===== config.mk =====
export PLATFORM = sky130hd
export DESIGN_NAME = biphasic_stimulus_sequencer_unit
export DESIGN_NICKNAME = d
export VERILOG_FILES = /design/src/bss_pkg.sv /design/src/bss_phase_entry.sv /design/src/biphasic_stimulus_sequencer_unit.sv
export SDC_FILE = /design/constraint.sdc
export NUM_CORES = 1
export LEC_CHECK = 0
export ABC_CLOCK_PERIOD_IN_PS = 13400
export BUFFER_PORTS_ARGS = -buffer_cell sky130_fd_sc_hd__buf_2
export CAP_MARGIN = 40
export CORE_MARGIN = 2
export CORE_UTILIZATION = 60
export CTS_CLUSTER_SIZE = 16
export DETAILED_ROUTE_END_ITERATION = 10
export GPL_TIMING_DRIVEN = 0
export HOLD_SLACK_MARGIN = 0.15
export PLACE_DENSITY = 0.85
export SETUP_SLACK_MARGIN = 0.3
export SYNTH_ARGS = -nofsm -noshare
export SYNTH_HDL_FRONTEND = slang
export SYNTH_SLANG_ARGS = --single-unit
export TNS_END_PERCENT = 50

===== constraint.sdc =====
create_clock -name clk_i -period 13.4 [get_ports clk_i]
set_input_delay 2.01 -clock clk_i [delete_from_list [all_inputs] [get_ports clk_i]]
set_output_delay 2.01 -clock clk_i [all_outputs]
set_load 0.005 [all_outputs]

===== src/bss_pkg.sv =====
// ----------------------------------------------------------------------------
// Biphasic stimulus sequencer package
// Phase table, command codes and the types shared by the sequencer modules.
// ----------------------------------------------------------------------------
package bss_pkg;

  localparam int unsigned PhaseCount = 18;
  localparam int unsigned IdxW       = 5;
  localparam int unsigned TickW      = 16;
  localparam int unsigned MarkW      = 4;

  localparam logic [TickW-1:0] PhaseTicksRst = 16'd200;
  localparam logic [TickW-1:0] GapTicksRst   = 16'd500;

  // command characters
  localparam logic [7:0] CmdS   = 8'h73;
  localparam logic [7:0] CmdK   = 8'h4B;
  localparam logic [7:0] CmdZ   = 8'h5A;
  localparam logic [7:0] CmdN   = 8'h4E;
  localparam logic [7:0] CmdAll = 8'h2B;

  localparam logic ModeCmd  = 1'b0;
  localparam logic ModeTick = 1'b1;

  typedef enum logic [2:0] {
    SelS   = 3'd0,
    SelK   = 3'd1,
    SelZ   = 3'd2,
    SelN   = 3'd3,
    SelAll = 3'd4
  } sel_e;

  typedef struct packed {
    logic             a;
    logic             b;
    logic             gap;
    logic [MarkW-1:0] mark;
  } phase_t;

  localparam phase_t PhaseTab [PhaseCount] = '{
    '{1'b1, 1'b0, 1'b0, 4'h1}, '{1'b0, 1'b1, 1'b0, 4'h0}, '{1'b0, 1'b0, 1'b0, 4'h0},
    '{1'b0, 1'b0, 1'b1, 4'h0},
    '{1'b1, 1'b0, 1'b0, 4'h2}, '{1'b0, 1'b0, 1'b0, 4'h0}, '{1'b0, 1'b1, 1'b0, 4'h0},
    '{1'b0, 1'b0, 1'b0, 4'h0},
    '{1'b0, 1'b0, 1'b1, 4'h0},
    '{1'b0, 1'b1, 1'b0, 4'h4}, '{1'b1, 1'b0, 1'b0, 4'h0}, '{1'b0, 1'b0, 1'b0, 4'h0},
    '{1'b0, 1'b0, 1'b1, 4'h0},
    '{1'b0, 1'b1, 1'b0, 4'h8}, '{1'b0, 1'b0, 1'b0, 4'h0}, '{1'b1, 1'b0, 1'b0, 4'h0},
    '{1'b0, 1'b0, 1'b0, 4'h0},
    '{1'b0, 1'b0, 1'b1, 4'h0}
  };

  // request to enter a phase, skipping zero-length ones
  typedef struct packed {
    logic [IdxW-1:0] first;
    logic [IdxW-1:0] stop;
    logic            phase_nz;
    logic            gap_nz;
  } entry_req_t;

  typedef struct packed {
    logic             landed;
    logic [IdxW-1:0]  idx;
    logic [MarkW-1:0] toggle;
  } entry_res_t;

  function automatic logic [IdxW-1:0] pat_first(sel_e sel);
    logic [IdxW-1:0] r;
    unique case (sel)
      SelS:    r = 5'd0;
      SelK:    r = 5'd4;
      SelZ:    r = 5'd9;
      SelN:    r = 5'd13;
      SelAll:  r = 5'd0;
      default: r = 5'd0;
    endcase
    return r;
  endfunction

  function automatic logic [IdxW-1:0] pat_end(sel_e sel);
    logic [IdxW-1:0] r;
    unique case (sel)
      SelS:    r = 5'd3;
      SelK:    r = 5'd8;
      SelZ:    r = 5'd12;
      SelN:    r = 5'd17;
      SelAll:  r = 5'd18;
      default: r = 5'd18;
    endcase
    return r;
  endfunction

endpackage


===== src/bss_phase_entry.sv =====
// ----------------------------------------------------------------------------
// Phase entry
// Finds the first phase of non-zero length from a start index up to the
// sequence end and collects the marker toggles of the phases passed.
// ----------------------------------------------------------------------------
module bss_phase_entry (
  input  bss_pkg::entry_req_t req_i,
  output bss_pkg::entry_res_t res_o
);

  always_comb begin
    logic nz;
    res_o = '0;
    for (int j = 0; j < bss_pkg::PhaseCount; j++) begin
      nz = bss_pkg::PhaseTab[j].gap ? req_i.gap_nz : req_i.phase_nz;
      if (!res_o.landed && (bss_pkg::IdxW'(j) >= req_i.first) &&
          (bss_pkg::IdxW'(j) < req_i.stop)) begin
        res_o.toggle = res_o.toggle ^ bss_pkg::PhaseTab[j].mark;
        if (nz) begin
          res_o.landed = 1'b1;
          res_o.idx    = bss_pkg::IdxW'(j);
        end
      end
    end
  end

endmodule


===== src/biphasic_stimulus_sequencer_unit.sv =====
// ----------------------------------------------------------------------------
// Biphasic stimulus sequencer
// The result of an accepted request is registered in the output register.
// Throughput: one request per cycle while the output is not stalled, set by
// the single state update pass; the output register frees as its result is taken.
// Reset: sequencer idle, markers clear, phase_ticks 200, gap_ticks 500.
// ----------------------------------------------------------------------------
module biphasic_stimulus_sequencer_unit (
  input  logic                        clk_i,
  input  logic                        rst_ni,
  // command / tick channel
  input  logic                        in_valid_i,
  output logic                        in_stall_o,
  input  logic                        mode_i,
  input  logic [7:0]                  command_byte_i,
  // result channel
  output logic                        out_valid_o,
  input  logic                        out_stall_i,
  output logic                        drive_a_o,
  output logic                        drive_b_o,
  output logic [bss_pkg::MarkW-1:0]   pattern_markers_o,
  output logic                        busy_res_o,
  // configuration
  input  logic                        psel,
  input  logic                        penable,
  input  logic                        pwrite,
  input  logic [2:0]                  paddr,
  input  logic [31:0]                 pwdata,
  output logic [31:0]                 prdata,
  output logic                        pready
);

  logic [bss_pkg::TickW-1:0] phase_ticks_q, gap_ticks_q;
  logic                      running_q, running_d;
  bss_pkg::sel_e             sel_q, sel_d;
  logic [bss_pkg::IdxW-1:0]  phase_q, phase_d;
  logic [bss_pkg::TickW-1:0] tick_q, tick_d;
  logic [bss_pkg::MarkW-1:0] marker_q, marker_d;

  logic                      out_valid_q;
  logic                      drive_a_q, drive_a_d, drive_b_q, drive_b_d;
  logic [bss_pkg::MarkW-1:0] markers_q;
  logic                      busy_q;

  logic                      in_accept, cfg_wr;
  bss_pkg::entry_req_t       ereq;
  bss_pkg::entry_res_t       eres;
  logic                      do_enter;

  assign pready     = 1'b1;
  assign cfg_wr     = psel & penable & pwrite;
  assign prdata     = {16'h0, paddr[2] ? gap_ticks_q : phase_ticks_q};
  assign in_stall_o = out_valid_q & out_stall_i;
  assign in_accept  = in_valid_i & ~in_stall_o;

  bss_phase_entry u_entry (
    .req_i (ereq),
    .res_o (eres)
  );

  always_comb begin
    bss_pkg::phase_t           cur;
    logic [bss_pkg::TickW-1:0] cur_len;
    logic [bss_pkg::TickW:0]   next_cnt;
    logic                      cmd_ok;
    bss_pkg::sel_e             cmd_sel;

    running_d = running_q;
    sel_d     = sel_q;
    phase_d   = phase_q;
    tick_d    = tick_q;
    marker_d  = marker_q;
    drive_a_d = 1'b0;
    drive_b_d = 1'b0;
    do_enter  = 1'b0;

    cur      = (phase_q < bss_pkg::IdxW'(bss_pkg::PhaseCount)) ?
               bss_pkg::PhaseTab[phase_q] : '0;
    cur_len  = cur.gap ? gap_ticks_q : phase_ticks_q;
    next_cnt = {1'b0, tick_q} + {{bss_pkg::TickW{1'b0}}, 1'b1};

    cmd_ok  = 1'b1;
    cmd_sel = bss_pkg::SelS;
    unique case (command_byte_i)
      bss_pkg::CmdS:   cmd_sel = bss_pkg::SelS;
      bss_pkg::CmdK:   cmd_sel = bss_pkg::SelK;
      bss_pkg::CmdZ:   cmd_sel = bss_pkg::SelZ;
      bss_pkg::CmdN:   cmd_sel = bss_pkg::SelN;
      bss_pkg::CmdAll: cmd_sel = bss_pkg::SelAll;
      default:         cmd_ok  = 1'b0;
    endcase

    ereq.phase_nz = |phase_ticks_q;
    ereq.gap_nz   = |gap_ticks_q;
    ereq.first    = phase_q + bss_pkg::IdxW'(1);
    ereq.stop     = bss_pkg::pat_end(sel_q);

    if (mode_i == bss_pkg::ModeCmd) begin
      if (!running_q && cmd_ok) begin
        sel_d      = cmd_sel;
        ereq.first = bss_pkg::pat_first(cmd_sel);
        ereq.stop  = bss_pkg::pat_end(cmd_sel);
        do_enter   = 1'b1;
      end
    end else if (running_q) begin
      if (phase_q >= bss_pkg::IdxW'(bss_pkg::PhaseCount)) begin
        running_d = 1'b0;
        phase_d   = '0;
        tick_d    = '0;
      end else begin
        drive_a_d = cur.a;
        drive_b_d = cur.b;
        if (next_cnt >= {1'b0, cur_len}) begin
          do_enter = 1'b1;
        end else begin
          tick_d = next_cnt[bss_pkg::TickW-1:0];
        end
      end
    end

    if (do_enter) begin
      marker_d  = marker_q ^ eres.toggle;
      running_d = eres.landed;
      phase_d   = eres.landed ? eres.idx : '0;
      tick_d    = '0;
    end

    if ((mode_i == bss_pkg::ModeCmd) && running_d &&
        (phase_d < bss_pkg::IdxW'(bss_pkg::PhaseCount))) begin
      drive_a_d = bss_pkg::PhaseTab[phase_d].a;
      drive_b_d = bss_pkg::PhaseTab[phase_d].b;
    end
  end

  always_ff @(posedge clk_i or negedge rst_ni) begin
    if (!rst_ni) begin
      phase_ticks_q <= bss_pkg::PhaseTicksRst;
      gap_ticks_q   <= bss_pkg::GapTicksRst;
      running_q     <= 1'b0;
      sel_q         <= bss_pkg::SelS;
      phase_q       <= '0;
      tick_q        <= '0;
      marker_q      <= '0;
      out_valid_q   <= 1'b0;
    end else begin
      if (cfg_wr) begin
        if (paddr[2]) begin
          gap_ticks_q <= pwdata[bss_pkg::TickW-1:0];
        end else begin
          phase_ticks_q <= pwdata[bss_pkg::TickW-1:0];
        end
      end
      if (in_accept) begin
        running_q <= running_d;
        sel_q     <= sel_d;
        phase_q   <= phase_d;
        tick_q    <= tick_d;
        marker_q  <= marker_d;
      end
      out_valid_q <= in_accept | (out_valid_q & out_stall_i);
    end
  end

  // result payload
  always_ff @(posedge clk_i) begin
    if (in_accept) begin
      drive_a_q <= drive_a_d;
      drive_b_q <= drive_b_d;
      markers_q <= marker_d;
      busy_q    <= running_d;
    end
  end

  assign out_valid_o       = out_valid_q;
  assign drive_a_o         = drive_a_q;
  assign drive_b_o         = drive_b_q;
  assign pattern_markers_o = markers_q;
  assign busy_res_o        = busy_q;

endmodule

# == Yosys cells after proc, flatten, opt, wreduce, memory -nomap -nowiden ==
# Memories as Yosys holds them, arrays and structs flattened.
# Index checks and enable logic that the tools add are counted.
# totals
reg_bits,69
romBits,448
out_inout_bits,42
wordCells,229
memories,2
# classes
addsub,2
order_cmp,42
eq_ne,12
mux,78
bitwise_logic,14
n_reduce_logical,67
# memory_table
name,depth,word_bits,rd,rd_clocked_by_memory_dff,wr,line_no,text
(no name shown),32,7,1,0,0,biphasic_stimulus_sequencer_unit.sv:131,drive_b_d = bss_pkg::PhaseTab[phase_d].b;
(no name shown),32,7,1,0,0,biphasic_stimulus_sequencer_unit.sv:78,bss_pkg::PhaseTab[phase_q] : '0;
# ops
cell,count
$mux 10,20
$mux 16,7
$mux 6,18
$ge 4x5->1 const A,8
$lt 4x5->1 const A,8
$pmux 5 s4,2
$logic_and 1x1->1,38
$mux 7,5
$eq 8x7->1 const B,4
$reduce_or 16->1,2
$mux 5,5
$ge 3x5->1 const A,4
$lt 3x5->1 const A,4
$logic_not 1->1,18
$mux 1,18
$add 16x1->17 const B,1
$ge 17x16->1,1
$eq 3x2->1 const B,4
$ge 6x6->1 const B,2
$not 5->6,2
$pmux 3 s4,1
$pmux 4 s3,1
$ge 1x5->1 const A,2
$ge 2x5->1 const A,2
other kinds (21),38

# == Longest topological paths before layout ==
# depth
ltp_word,84
ltp_mapped,21

# == Cells and area by module ==
# Synthesis repeated with hierarchy kept, for this count alone.
# hier_totals
cells_unflattened,543
area_unflattened_um2,5320.1
# by_module_without_submodules
mod,instances,cells_each,area_per_inst_um2,seq_area_each_um2
biphasic_stimulus_sequencer_unit,1,419,4523.1,1773.0
bss_phase_entry,1,124,797.0,0.0

# == Worst setup path after synthesis ==
# No wires, ideal clock.
# synth_timing
kind,input-to-output
from,input port paddr[2]
to,output port prdata[10]
arrival_ns,3.022
path_slack_ns,8.368
path_stages,3
cell_sequence,clkbuf_1 -> buf_1 -> mux2_2
# synth_between
elab_chain_len,1
# synth_lines
item,line_no,text
"start, declared",biphasic_stimulus_sequencer_unit.sv:27,"input logic [2:0] paddr,"
$mux 16,biphasic_stimulus_sequencer_unit.sv:52,"assign prdata = {16'h0, paddr[2] ? gap_ticks_q : phase_ticks_q};"
"end, declared",biphasic_stimulus_sequencer_unit.sv:29,"output logic [31:0] prdata,"
# No other way between the ends.

# == Worst setup path after layout ==
# Ends and elaborated chain as after synthesis.

==> results.py <==
metrics = {
    "worst_setup_path": {
        "start_kind": "primary input",
        "cp_num_buf_inv": 3,
        "rr_startpoint": "phase_q[0]",
        "crit_type": "in -> out",
        "crit_family": "buffers and inverters",
        "worst-path-max-fanout": 10,
        "reg2regPathDepth": 21,
        "ff2ff_setup_slack_ps": 8230,
        "crit_chain": "clkbuf_1 -> buf_1 -> mux2_2 -> buf_2",
        "critPathCaptureType": "output port",
        "required_ps": 11390,
        "r2r_end": "drive_b_o",
        "slowest_stage": "buf_1",
        "arrival_ps": 3430,
        "slowest_delay_ps": 490,
    },
    "global_routing": {
        "grt_antenna_before_repair": 0,
        "gr-total-overflow": 0,
        "grt_max_degree": 38,
        "grt_use_total": 0.2812,
        "grt_pass1_wl_um": 21890,
        "grt_pass1_vias": 4592,
    },
    "drt": {
        "drt_first_pass_iters": 4,
        "num_vias": 4528,
        "routed_wl_um": 12920,
        "wl_per_cell_um": 17.85,
        "ant_nets": 0,
        "viasPerCell": 6.254,
        "drc_errors": 0,
        "drtIter0Drc": 213,
    },
    "cts": {
        "clockBufferDepth": 2,
        "clk_latency_ps": 360,
        "htree_levels": 3,
        "post_cts.resized_instances": 0,
        "clk_pin_slew_ps": 80,
        "cts_setup_buffers": 0,
        "numCtsBuffers": 9,
        "cts_tree": "built",
        "cts_root_buffer": "clkbuf_8",
        "clock-sinks": 69,
        "cts_hold_buffers": 0,
    },
    "sta": {
        "rsz0062_at_grt": "no",
        "setup_slack_ps": 7964,
        "fin_skew_ps": 10.88,
        "fmax_mhz": 183.9,
        "slew_headroom": 0.4915,
        "layout_min_cycle_time_ps": 5436,
        "whs_ps": 505.6,
        "slew_viol_final": 0,
        "period_share": 0.4057,
        "hold_violations": 0,
        "setup-tns-final_ps": 0,
        "tightest_slew_ps": 762.7,
        "setup_viol": 0,
    },
    "hold_path": {
        "min_path_cells": 1,
        "hold_end": "tick_q[5]",
        "hold_path_class": "reg -> reg",
        "min_from": "tick_q[5]",
    },
    "cells_and_area": {
        "final_util": 0.6918,
        "drive_gt1_frac": 0.2922,
        "antenna_cells": 0,
        "final_nets": 684,
        "fillers": 641,
        "area_delta_synth_final_pct": 13.17,
    },
    "synth": {
        "ys_seq_area_frac": 0.3375,
        "dominantRegCellSynth": "dfrtp_1",
        "synthCells": 528,
        "ys_async_sr_fraction": 0.8986,
        "ys_ff_latch": 69,
        "ys_types": 79,
        "yosys_warnings": 0,
        "synth_edf_count": 7,
        "syn_area_sq_um": 5253,
        "synth_area_per_cell_sq_um": 9.948,
    },
    "die": {
        "start_util": 0.6112,
        "die_y_um": 97.57,
        "row_count": 34,
        "num_io_pins": 93,
        "core_sq_um": 8593,
        "dieWidth_um": 97.57,
        "dieArea_sq_um": 9519,
    },
    "placement": {
        "hpwl_um": 9841,
        "dp_slack_ps": 7803,
        "gp_congestion": 0.9362,
        "numPortBuffers": 55,
    },
    "run_status": {
        "outcome": "complete, no violations",
    },
    "power_and_ir_drop": {
        "p_total_uw": 742.2,
        "p_leak_uw": 0.002603,
        "vdd.ir_drop.worst_v": 0.0001135,
        "power_density_nw_per_um2": 124.9,
    },
    "run": {
        "drv_cap": 0,
    },
}
[worst register-to-register path, delay by kind of cell, from the launching register on]
| kind | cells | cell delay, ps |
|---|---|---|
| AO/OA/AOI/OAI | 12 | 2350 |
| buffers and inverters | 5 | 1580 |
| adder cells (fa/ha/maj) | 2 | 420 |
| multiplexers | 2 | 290 |
| flip-flops | 1 | 400 |
[placed cells by master (no fill, tap or decap), drive strengths merged, types with 3 or more instances in the layout]
cell     synthesis  routed
buf             24      81
mux2            54      54
dfrtp           53      53
nand2           37      37
nor2            29      29
clkbuf          17      26
a21oi           24      24
ha              22      22
mux2i           19      19
o21ai           18      18
conb             2      17
a32o            15      15
nand3           14      14
xnor2           14      14
xor2            12      12
nand2b          11      11
nor4            11      11
nor3            11      11
dfstp            9       9
inv              8       9
a21o             8       8
nand4            7       7
edfxtp           7       7
a211oi           7       7
and3             5       5
and2             5       5
o211ai           5       5
nor2b            4       4
o31ai            4       4
a32oi            4       4
or2              4       4
clkinv           0       4
o22ai            3       3
o21a             3       3
or4              3       3
o32ai            3       3
o2111ai          3       3
a31oi            3       3
nand3b           3       3
[worst max path at each step]
stage / end / cells after the start / start / slack (ps)
3_3_place_gp: drive_a_o / 13 / command_byte_i[7] / 7810
3_5_place_dp: drive_a_o / 13 / command_byte_i[7] / 7800
2_1_floorplan: prdata[10] / 3 / paddr[2] / 8370
6_report: prdata[10] / 4 / paddr[2] / 7960
4_1_cts: prdata[10] / 4 / paddr[2] / 7970
5_1_grt: drive_b_o / 21 / phase_q[0] / 7830
[synth_stat cells (8+ instances only)]
cell	count	area [sq um]
a21o_1	8	60.06
a21oi_1	22	110.1
a32o_1	15	150.1
buf_4	17	127.6
clkbuf_1	17	63.81
dfrtp_1	53	1326
dfstp_2	9	236.5
ha_1	22	275.3
inv_1	8	30.03
mux2_2	54	608.1
mux2i_1	19	190.2
nand2_1	37	138.9
nand2b_1	11	68.82
nand3_1	14	70.07
nor2_1	29	108.9
nor3_1	10	50.05
nor4_1	10	62.56
o21ai_0	13	65.06
xnor2_1	14	122.6
xor2_1	12	105.1
[per-stage QoR]
stage | instances | cell area (sq um)
CTS | 724 | 5944
detailed placement | 708 | 5747
global route | 724 | 5944
finish | 724 | 5944
floorplan | 543 | 5309
global placement | 706 | 5719
[logic make-up after synthesis]
logic type	synth area share
buffers and inverters	0.04812
muxes	0.1520
adders and majority gates	0.05241
DFF	0.3375
and+or+nand+nor	0.1732
xor gates and xnor gates	0.04335
other	0.001430
AOI/OAI and AO/OA	0.1920
[cell type report]
class	instances	area (sq um)	share of cell area
Multi-Input combinational cell	425	3283	0.5523
Sequential cell	69	1773	0.2983
Timing Repair Buffer	57	302.8	0.05094
Buffer	41	222.7	0.03747
Tap cell	108	135.1	0.02273
Clock buffer	9	123.9	0.02084
Clock inverter	7	73.82	0.01242
Inverter	8	30.03	0.005052
[sequential cells by signal (all words and copies together), names as in the netlist]
register	flops
drive_b_o	1
phase_ticks_q	16
drive_a_o	1
sel_q	3
gap_ticks_q	16
running_q	1
phase_q	5
busy_res_o	1
marker_q	4
pattern_markers_o	4
out_valid_o	1
tick_q	16
[per-layer routing]
layer | vias up | GRT usage | wire, um
met4 | 0 | 0.1346 | 342
met5 | - | 0 | 0
met3 | 31 | 0.03597 | 625
met1 | 2201 | 0.3540 | 5367
met2 | 152 | 0.4790 | 6587
li1 | 2144 | - | -
[report_power, final]
group          internal [uW]  total, uW  switching [uW]
clock network           86.4        173            86.4
logic                    131        294             163
registers                245        276            30.8
No activity file was read; power rests on OpenSTA's default activity.
